File: src/design/mtd_pkg.sv
// Package for the Morse timing decoder: widths, register indexes, letter table.
// No dependencies; imported by morse_timing_decoder_unit.
package mtd_pkg;

  // mark and gap counter width
  localparam int COUNT_WIDTH = 16;
  // width that holds any doubled or tripled threshold without overflow
  localparam int CMP_WIDTH = ((COUNT_WIDTH > 16) ? COUNT_WIDTH : 16) + 3;

  localparam int CUTOFF_WIDTH = 10;
  localparam int TICKS_WIDTH  = 16;
  localparam int SAMPLE_WIDTH = 10;
  localparam int LETTER_WIDTH = 7;
  localparam int TOTAL_WIDTH  = 3;
  localparam int BITS_WIDTH   = 4;
  localparam int INDEX_WIDTH  = 2;

  typedef logic [COUNT_WIDTH-1:0]  count_t;
  typedef logic [CMP_WIDTH-1:0]    cmp_t;
  typedef logic [LETTER_WIDTH-1:0] letter_t;
  typedef logic [TOTAL_WIDTH-1:0]  total_t;
  typedef logic [BITS_WIDTH-1:0]   bits_t;
  typedef logic [INDEX_WIDTH-1:0]  index_t;

  localparam count_t COUNT_MAX = '1;

  // configuration register indexes
  localparam index_t REG_LEVEL_CUTOFF = 2'd0;
  localparam index_t REG_DOT_TICKS    = 2'd1;
  localparam index_t REG_DASH_TICKS   = 2'd2;
  localparam index_t REG_PAUSE_TICKS  = 2'd3;

  // register reset values
  localparam logic [CUTOFF_WIDTH-1:0] CUTOFF_RESET = 10'd100;
  localparam logic [TICKS_WIDTH-1:0]  DOT_RESET    = 16'd100;
  localparam logic [TICKS_WIDTH-1:0]  DASH_RESET   = 16'd200;
  localparam logic [TICKS_WIDTH-1:0]  PAUSE_RESET  = 16'd100;

  localparam total_t  TOTAL_SAT      = 3'd5;
  localparam letter_t UNKNOWN_LETTER = 7'd45;
  localparam letter_t NO_LETTER      = 7'd0;

  // letter for an element count and pattern, zero when not in the table
  function automatic letter_t lookup_letter(input total_t count, input bits_t bits);
    letter_t c;
    c = NO_LETTER;
    unique case (count)
      3'd1: c = bits[0] ? letter_t'("T") : letter_t'("E");
      3'd2: begin
        unique case (bits[1:0])
          2'd0: c = letter_t'("I");
          2'd1: c = letter_t'("A");
          2'd2: c = letter_t'("N");
          default: c = letter_t'("M");
        endcase
      end
      3'd3: begin
        unique case (bits[2:0])
          3'd0: c = letter_t'("S");
          3'd1: c = letter_t'("U");
          3'd2: c = letter_t'("R");
          3'd3: c = letter_t'("W");
          3'd4: c = letter_t'("D");
          3'd5: c = letter_t'("K");
          3'd6: c = letter_t'("G");
          default: c = letter_t'("O");
        endcase
      end
      3'd4: begin
        unique case (bits)
          4'd0:  c = letter_t'("H");
          4'd1:  c = letter_t'("V");
          4'd2:  c = letter_t'("F");
          4'd4:  c = letter_t'("L");
          4'd6:  c = letter_t'("P");
          4'd7:  c = letter_t'("J");
          4'd8:  c = letter_t'("B");
          4'd9:  c = letter_t'("X");
          4'd10: c = letter_t'("C");
          4'd11: c = letter_t'("Y");
          4'd12: c = letter_t'("Z");
          4'd13: c = letter_t'("Q");
          default: c = NO_LETTER;
        endcase
      end
      default: c = NO_LETTER;
    endcase
    return c;
  endfunction

endpackage

File: src/design/morse_timing_decoder_unit.sv
// Morse timing decoder: input register, one-pass decode logic, result register.
// Depends on mtd_pkg.
// An accepted item is held in the input register, where the decode logic works on
// it; its letter, if any, is written to the result register when the item advances.
// Throughput: one item per cycle; the input register advances whenever the
// result register is empty or being taken.
// Reset (rst, synchronous): registers to their defaults, key up, counters and
// pattern cleared, both stages empty.
module morse_timing_decoder_unit (
  input  logic                              clk,
  input  logic                              rst,
  input  logic                              cfg_we,
  input  mtd_pkg::index_t                   cfg_index,
  input  logic [mtd_pkg::TICKS_WIDTH-1:0]   cfg_data,
  input  logic                              in_valid,
  output logic                              in_ready,
  input  logic [mtd_pkg::SAMPLE_WIDTH-1:0]  sample,
  output logic                              out_valid,
  input  logic                              out_ready,
  output mtd_pkg::letter_t                  letter,
  output mtd_pkg::total_t                   element_count,
  output mtd_pkg::bits_t                    pattern,
  output logic                              recognized
);
  import mtd_pkg::*;

  // configuration registers
  logic [CUTOFF_WIDTH-1:0] level_cutoff;
  logic [TICKS_WIDTH-1:0]  dot_ticks;
  logic [TICKS_WIDTH-1:0]  dash_ticks;
  logic [TICKS_WIDTH-1:0]  pause_ticks;

  // decoder state
  logic   key_down, key_down_next;
  count_t mark_length, mark_length_next;
  count_t gap_length, gap_length_next;
  bits_t  element_bits, element_bits_next;
  total_t element_total, element_total_next;

  // input register
  logic                    in_q_valid;
  logic [SAMPLE_WIDTH-1:0] sample_q;

  logic advance;
  logic emit;
  cmp_t half_dot, mid_point, mark_ext, gap_twice, pause_triple;
  letter_t table_letter;

  assign advance  = in_q_valid && (!out_valid || out_ready);
  assign in_ready = !in_q_valid || advance;

  // configuration writes
  always_ff @(posedge clk) begin
    if (rst) begin
      level_cutoff <= CUTOFF_RESET;
      dot_ticks    <= DOT_RESET;
      dash_ticks   <= DASH_RESET;
      pause_ticks  <= PAUSE_RESET;
    end else if (cfg_we) begin
      unique case (cfg_index)
        REG_LEVEL_CUTOFF: level_cutoff <= cfg_data[CUTOFF_WIDTH-1:0];
        REG_DOT_TICKS:    dot_ticks    <= cfg_data;
        REG_DASH_TICKS:   dash_ticks   <= cfg_data;
        REG_PAUSE_TICKS:  pause_ticks  <= cfg_data;
        default: ;
      endcase
    end
  end

  // input register
  always_ff @(posedge clk) begin
    if (rst) begin
      in_q_valid <= 1'b0;
    end else if (in_ready) begin
      in_q_valid <= in_valid;
    end
  end

  always_ff @(posedge clk) begin
    if (in_valid && in_ready) begin
      sample_q <= sample;
    end
  end

  // thresholds
  assign half_dot     = cmp_t'(dot_ticks) >> 1;
  assign mid_point    = (cmp_t'(dot_ticks) + cmp_t'(dash_ticks)) >> 1;
  assign mark_ext     = cmp_t'(mark_length);
  assign gap_twice    = cmp_t'(gap_length_next) << 1;
  assign pause_triple = (cmp_t'(pause_ticks) << 1) + cmp_t'(pause_ticks);

  // one tick of mark/gap tracking and element collection
  always_comb begin
    key_down_next      = key_down;
    mark_length_next   = mark_length;
    gap_length_next    = gap_length;
    element_bits_next  = element_bits;
    element_total_next = element_total;
    if (sample_q < level_cutoff) begin
      key_down_next = 1'b1;
      if (!key_down) begin
        mark_length_next = count_t'(1);
        gap_length_next  = '0;
      end else if (mark_length != COUNT_MAX) begin
        mark_length_next = mark_length + count_t'(1);
      end
    end else begin
      key_down_next = 1'b0;
      if (key_down) begin
        // classify the mark that just ended
        if (mark_ext >= half_dot) begin
          element_bits_next = {element_bits[BITS_WIDTH-2:0], (mark_ext >= mid_point)};
          if (element_total != TOTAL_SAT) begin
            element_total_next = element_total + total_t'(1);
          end
        end
        mark_length_next = '0;
        gap_length_next  = count_t'(1);
      end else if (gap_length != COUNT_MAX) begin
        gap_length_next = gap_length + count_t'(1);
      end
    end
  end

  assign emit = (sample_q >= level_cutoff) && (element_total_next != '0)
                && (gap_twice >= pause_triple);
  assign table_letter = lookup_letter(element_total_next, element_bits_next);

  // state update
  always_ff @(posedge clk) begin
    if (rst) begin
      key_down      <= 1'b0;
      mark_length   <= '0;
      gap_length    <= '0;
      element_bits  <= '0;
      element_total <= '0;
    end else if (advance) begin
      key_down    <= key_down_next;
      mark_length <= mark_length_next;
      gap_length  <= gap_length_next;
      if (emit) begin
        element_bits  <= '0;
        element_total <= '0;
      end else begin
        element_bits  <= element_bits_next;
        element_total <= element_total_next;
      end
    end
  end

  // result register
  always_ff @(posedge clk) begin
    if (rst) begin
      out_valid <= 1'b0;
    end else if (advance) begin
      out_valid <= emit;
    end else if (out_ready) begin
      out_valid <= 1'b0;
    end
  end

  always_ff @(posedge clk) begin
    if (advance && emit) begin
      letter        <= (table_letter == NO_LETTER) ? UNKNOWN_LETTER : table_letter;
      recognized    <= (table_letter != NO_LETTER);
      element_count <= element_total_next;
      pattern       <= element_bits_next;
    end
  end

`ifndef SYNTHESIS
  // a recognized letter is never the unknown mark
  assert property (@(posedge clk) disable iff (rst)
    out_valid && recognized |-> letter != UNKNOWN_LETTER)
    else $error("recognized result carries unknown letter");

  // a result always has at least one element
  assert property (@(posedge clk) disable iff (rst)
    out_valid |-> element_count != '0 && element_count <= TOTAL_SAT)
    else $error("result element count out of range");

  // while the key is down the gap counter stays cleared, and vice versa
  assert property (@(posedge clk) disable iff (rst)
    (!key_down || gap_length == '0) && (key_down || mark_length == '0))
    else $error("mark and gap counters both running");

  // the element total saturates at five
  assert property (@(posedge clk) disable iff (rst)
    element_total <= TOTAL_SAT)
    else $error("element total above saturation");
`endif

endmodule
File: config.mk
export PLATFORM = sky130hd
export DESIGN_NAME = morse_timing_decoder_unit
export DESIGN_NICKNAME = d
export VERILOG_FILES = /design/src/design/mtd_pkg.sv /design/src/design/morse_timing_decoder_unit.sv
export SDC_FILE = /design/constraint.sdc
export NUM_CORES = 1
export LEC_CHECK = 0
export ABC_AREA = 1
export BUFFER_PORTS_ARGS = -buffer_cell sky130_fd_sc_hd__buf_4
export CORE_MARGIN = 2
export CORE_UTILIZATION = 62
export DETAILED_ROUTE_END_ITERATION = 7
export PLACE_DENSITY = 0.81
export SLEW_MARGIN = 10
export SYNTH_ARGS = -nofsm -noshare
export SYNTH_HDL_FRONTEND = slang
export SYNTH_SLANG_ARGS = --single-unit
File: constraint.sdc
create_clock -name clk -period 5.3 [get_ports clk]
set_clock_uncertainty 0.15 [all_clocks]
set_input_delay 1.06 -clock clk [delete_from_list [all_inputs] [get_ports clk]]
set_output_delay 1.06 -clock clk [all_outputs]
set_load 0.02 [all_outputs]
==> run summary <==
Avg Cell Area, Syn: 7.28 µm²
Detailed placer's ending HPWL: 14,500 µm
I/O Buffers: 49
Synth area leaders: dfxtp_1 (24%), ha_1 (14%), nand2_1 (9.5%)
Worst Path Required: 5300 ps
Critical Path Most Common Cell: nand2_1
Core area: 13,300 µm²
P_sw: 737 µW
Arr. time, crit path: 4880 ps
Least-Margin Pin Slew: 823 ps
Max FO, Critical Path: 7
Post-synth EDFFs: 25
P per Cell Area: 268 nW/µm²
Synthesis Warnings: 0
Layout cells sized above 1: 0.105
FILL cells: 1,079
Critical-path top delay cell: ha_1
Worst skew pair latency: 430 ps
Post-place setup slack: 287 ps
Crit-path max cell delay: 370 ps
Hold WS: 314 ps
Mux share of post-synthesis cell area: 0
Critical register-to-register path endpoint: recognized
Die area: 14,600 µm²
Most frequent cells in the layout: nand2_1 (214), inv_1 (157), nor2_1 (122)
Yosys reg bits: 125
Detailed Routing Iterations Pass 1: 7
DR WL/cell: 14.1 µm
Setup TNS: 0 ps
Root buf cell: clkbuf_16
Num CTS Buffers: 17
CP Capture Type: flip-flop
Peak Freq: 205 MHz
Placer congestion estimate: 0.966
Initial DRC Count: 804
DRT antenna net count: 0
Ys async rst share: 0
Die Ht: 121 µm
Worst-case reg-to-reg path depth: 28
Drt total wl: 19,800 µm
Hold Path Depth: 2
Worst R2R Start: dash_ticks[2]
Final WS setup: 429 ps
# setup viols final: 0
Post-Syn Area: 8490 µm²
Worst ir drop on vdd: 0.000251 V
N_diodes: 0
Post-route DRC: 0
Leakage: 0.00461 µW
Congestion Overflow GR: 0
MaxCap Viol Count: 0
Share of power burned in registers: 0.399
Outcome: finished, final reports clean
Simple-gate area share of the yosys netlist: 0.240
Synth Area in Adders: 0.149
Logic pwr share: 0.155
Post-DR vias/cell: 5.50
Top-area cell type share of the netlist area: 0.236
Post-Synth XOR/XNOR Area: 0.0361
Nets: 1,351
Maximum clock path buffer count: 2
Vias in the first global route: 7,194
Period minus WS final: 4870 ps
Syn Nets: 1,298
Initial antenna violation count: 0
Commonest non-fill, non-tap cell in the layout: nand2_1
H-tree levels: 4
Clock slew at reported path FFs: 60 ps
Crit path kind: flip-flop to flip-flop
Internal power: 1840 µW
Std cell rows: 42
Largest family of logic cells by synthesized area: simple AND/OR/NAND/NOR gates
Rel. slew slack: 0.447
Fin crit share: 0.919
CTS Hold Bufs: 0
Routed vias: 7,740
TritonCTS clock tree: yes
Final Max Slew Viols: 0
Finished Cell Area: 9630 µm²
RSZ-0062 raised after global routing: false
Startpoint Class: flip-flop
Fin. Hold Viols: 0
Clk pwr share: 0.446
Die W: 121 µm
Compound-Gate Fraction of Synth Area: 0.167
FF/Latch Area: 2750 µm²
Yosys cell types: 51
Post-synthesis cell count: 1,165
First-pass GRT wire length: 33,100 µm
Top_reg_cell synth: dfxtp_1
Area of the multi-input gates: 5040 µm²
Area Growth Syn to Fin: 13.4%
Hold Crit Class: flip-flop to flip-flop
Sw Share: 0.286
Initial Util: 0.638
Post-DP Area: 9030 µm²
Sequential-to-total area share from yosys stat: 0.324
Largest net degree at the start of global routing: 60
Clock sink total: 125
Overall Global Routing Usage: 0.281
Crit path from: dash_ticks[2]
Top cell type by total area after synthesis: dfxtp_1
Ports: 50
Setup crit end: recognized
R2r setup slk: 430 ps
-- power groups by stage --
| stage | Combinational (µW) | Sequential [µW] | Clock (µW) |
|---|---|---|---|
| after global routing | 454 | 1040 | 1200 |
| after CTS | 396 | 1030 | 1160 |
| after global placement | 380 | 1050 | 0 |
| after detailed placement | 390 | 1050 | 0 |
| final | 399 | 1030 | 1150 |
| after floorplan | 288 | 1040 | 0 |
-- area by class of cell --
| type | instances | share of cell area |
|---|---|---|
| clock inverter | 11 | 0.0112 |
| sequential | 125 | 0.286 |
| timing repair buffer | 56 | 0.0437 |
| clock buffer | 21 | 0.0490 |
| inverter | 163 | 0.0641 |
| tap | 176 | 0.0229 |
| multi-input combinational | 855 | 0.523 |
-- timing repair --
action | 4_1_cts | 5_1_grt
hold endpoints to repair | 0 | 0
endpoints found under the setup margin | 0 | 6
buffers inserted | 0 | 1
resized for setup | 0 | 4
-- logic make-up after synthesis --
group,after synthesis
buffers and inverters,185
DFF,125
AOI/OAI and AO/OA,258
adders and majority gates,100
xor gates and xnor gates,35
and+or+nand+nor,462
-- synth_stat cells (2+ instances only) --
cell type and instances:
dfxtp_1 100, o21bai_1 4, nor3_2 2, inv_1 157, clkinv_1 2, o21ai_1 4, a21o_1 2, nor2_4 2
nor3_1 24, a31oi_1 3, nand3_1 51, edfxtp_1 25, inv_2 3, nor2_2 4, nor2_1 122, nand2_1 215
nor4_1 3, nand2_4 3, o21ai_2 3, nand3_2 6, xor2_1 22, o21ai_0 103, nand4_1 15, a21oi_1 114
o211ai_1 10, xnor2_1 13, a211oi_1 4, nand2_2 9, clkbuf_1 20, fa_1 2, ha_1 98
-- flip-flops by register name (all words and copies together) (netlist names) --
name,count
in_q_valid,1
level_cutoff,10
gap_length,16
mark_length,16
element_bits,4
pause_ticks,16
element_total,3
out_valid,1
key_down,1
pattern,4
recognized,1
element_count,3
letter,7
sample_q,10
dot_ticks,16
dash_ticks,16
-- metal layers --
metal	routed length, µm	vias to the layer above	global-route usage
met2	9050	198	0.455
met4	627	0	0.123
met1	9190	3500	0.364
li1	-	3991	-
met5	0	-	0
met3	925	51	0.0555
-- critical path: cells and delay by family (launching register included) --
| kind | cells | cell delay, ps |
|---|---|---|
| compound gates | 9 | 1490 |
| simple gates | 13 | 1240 |
| fa+ha+maj | 3 | 980 |
| buf+inv | 3 | 430 |
| flops | 1 | 320 |
-- how the worst min path moves through the flow --
stage	from	end	slack [ps]
after CTS	level_cutoff[9]	level_cutoff[9]	320
after detailed placement	element_bits[3]	element_bits[3]	310
after global placement	dash_ticks[3]	dash_ticks[3]	290
after floorplan	dash_ticks[3]	dash_ticks[3]	280
final	element_bits[3]	element_bits[3]	310
after global routing	element_bits[3]	element_bits[3]	330
-- metrics by stage --
stage,power (µW),instances,util
2_1_floorplan,1330,1165,-
3_3_place_gp,1430,1374,0.679
3_5_place_dp,1440,1374,0.679
4_1_cts,2580,1406,0.723
5_1_grt,2690,1407,0.724
6_report,2580,1407,0.724
No activity file was read; power rests on OpenSTA's default activity.
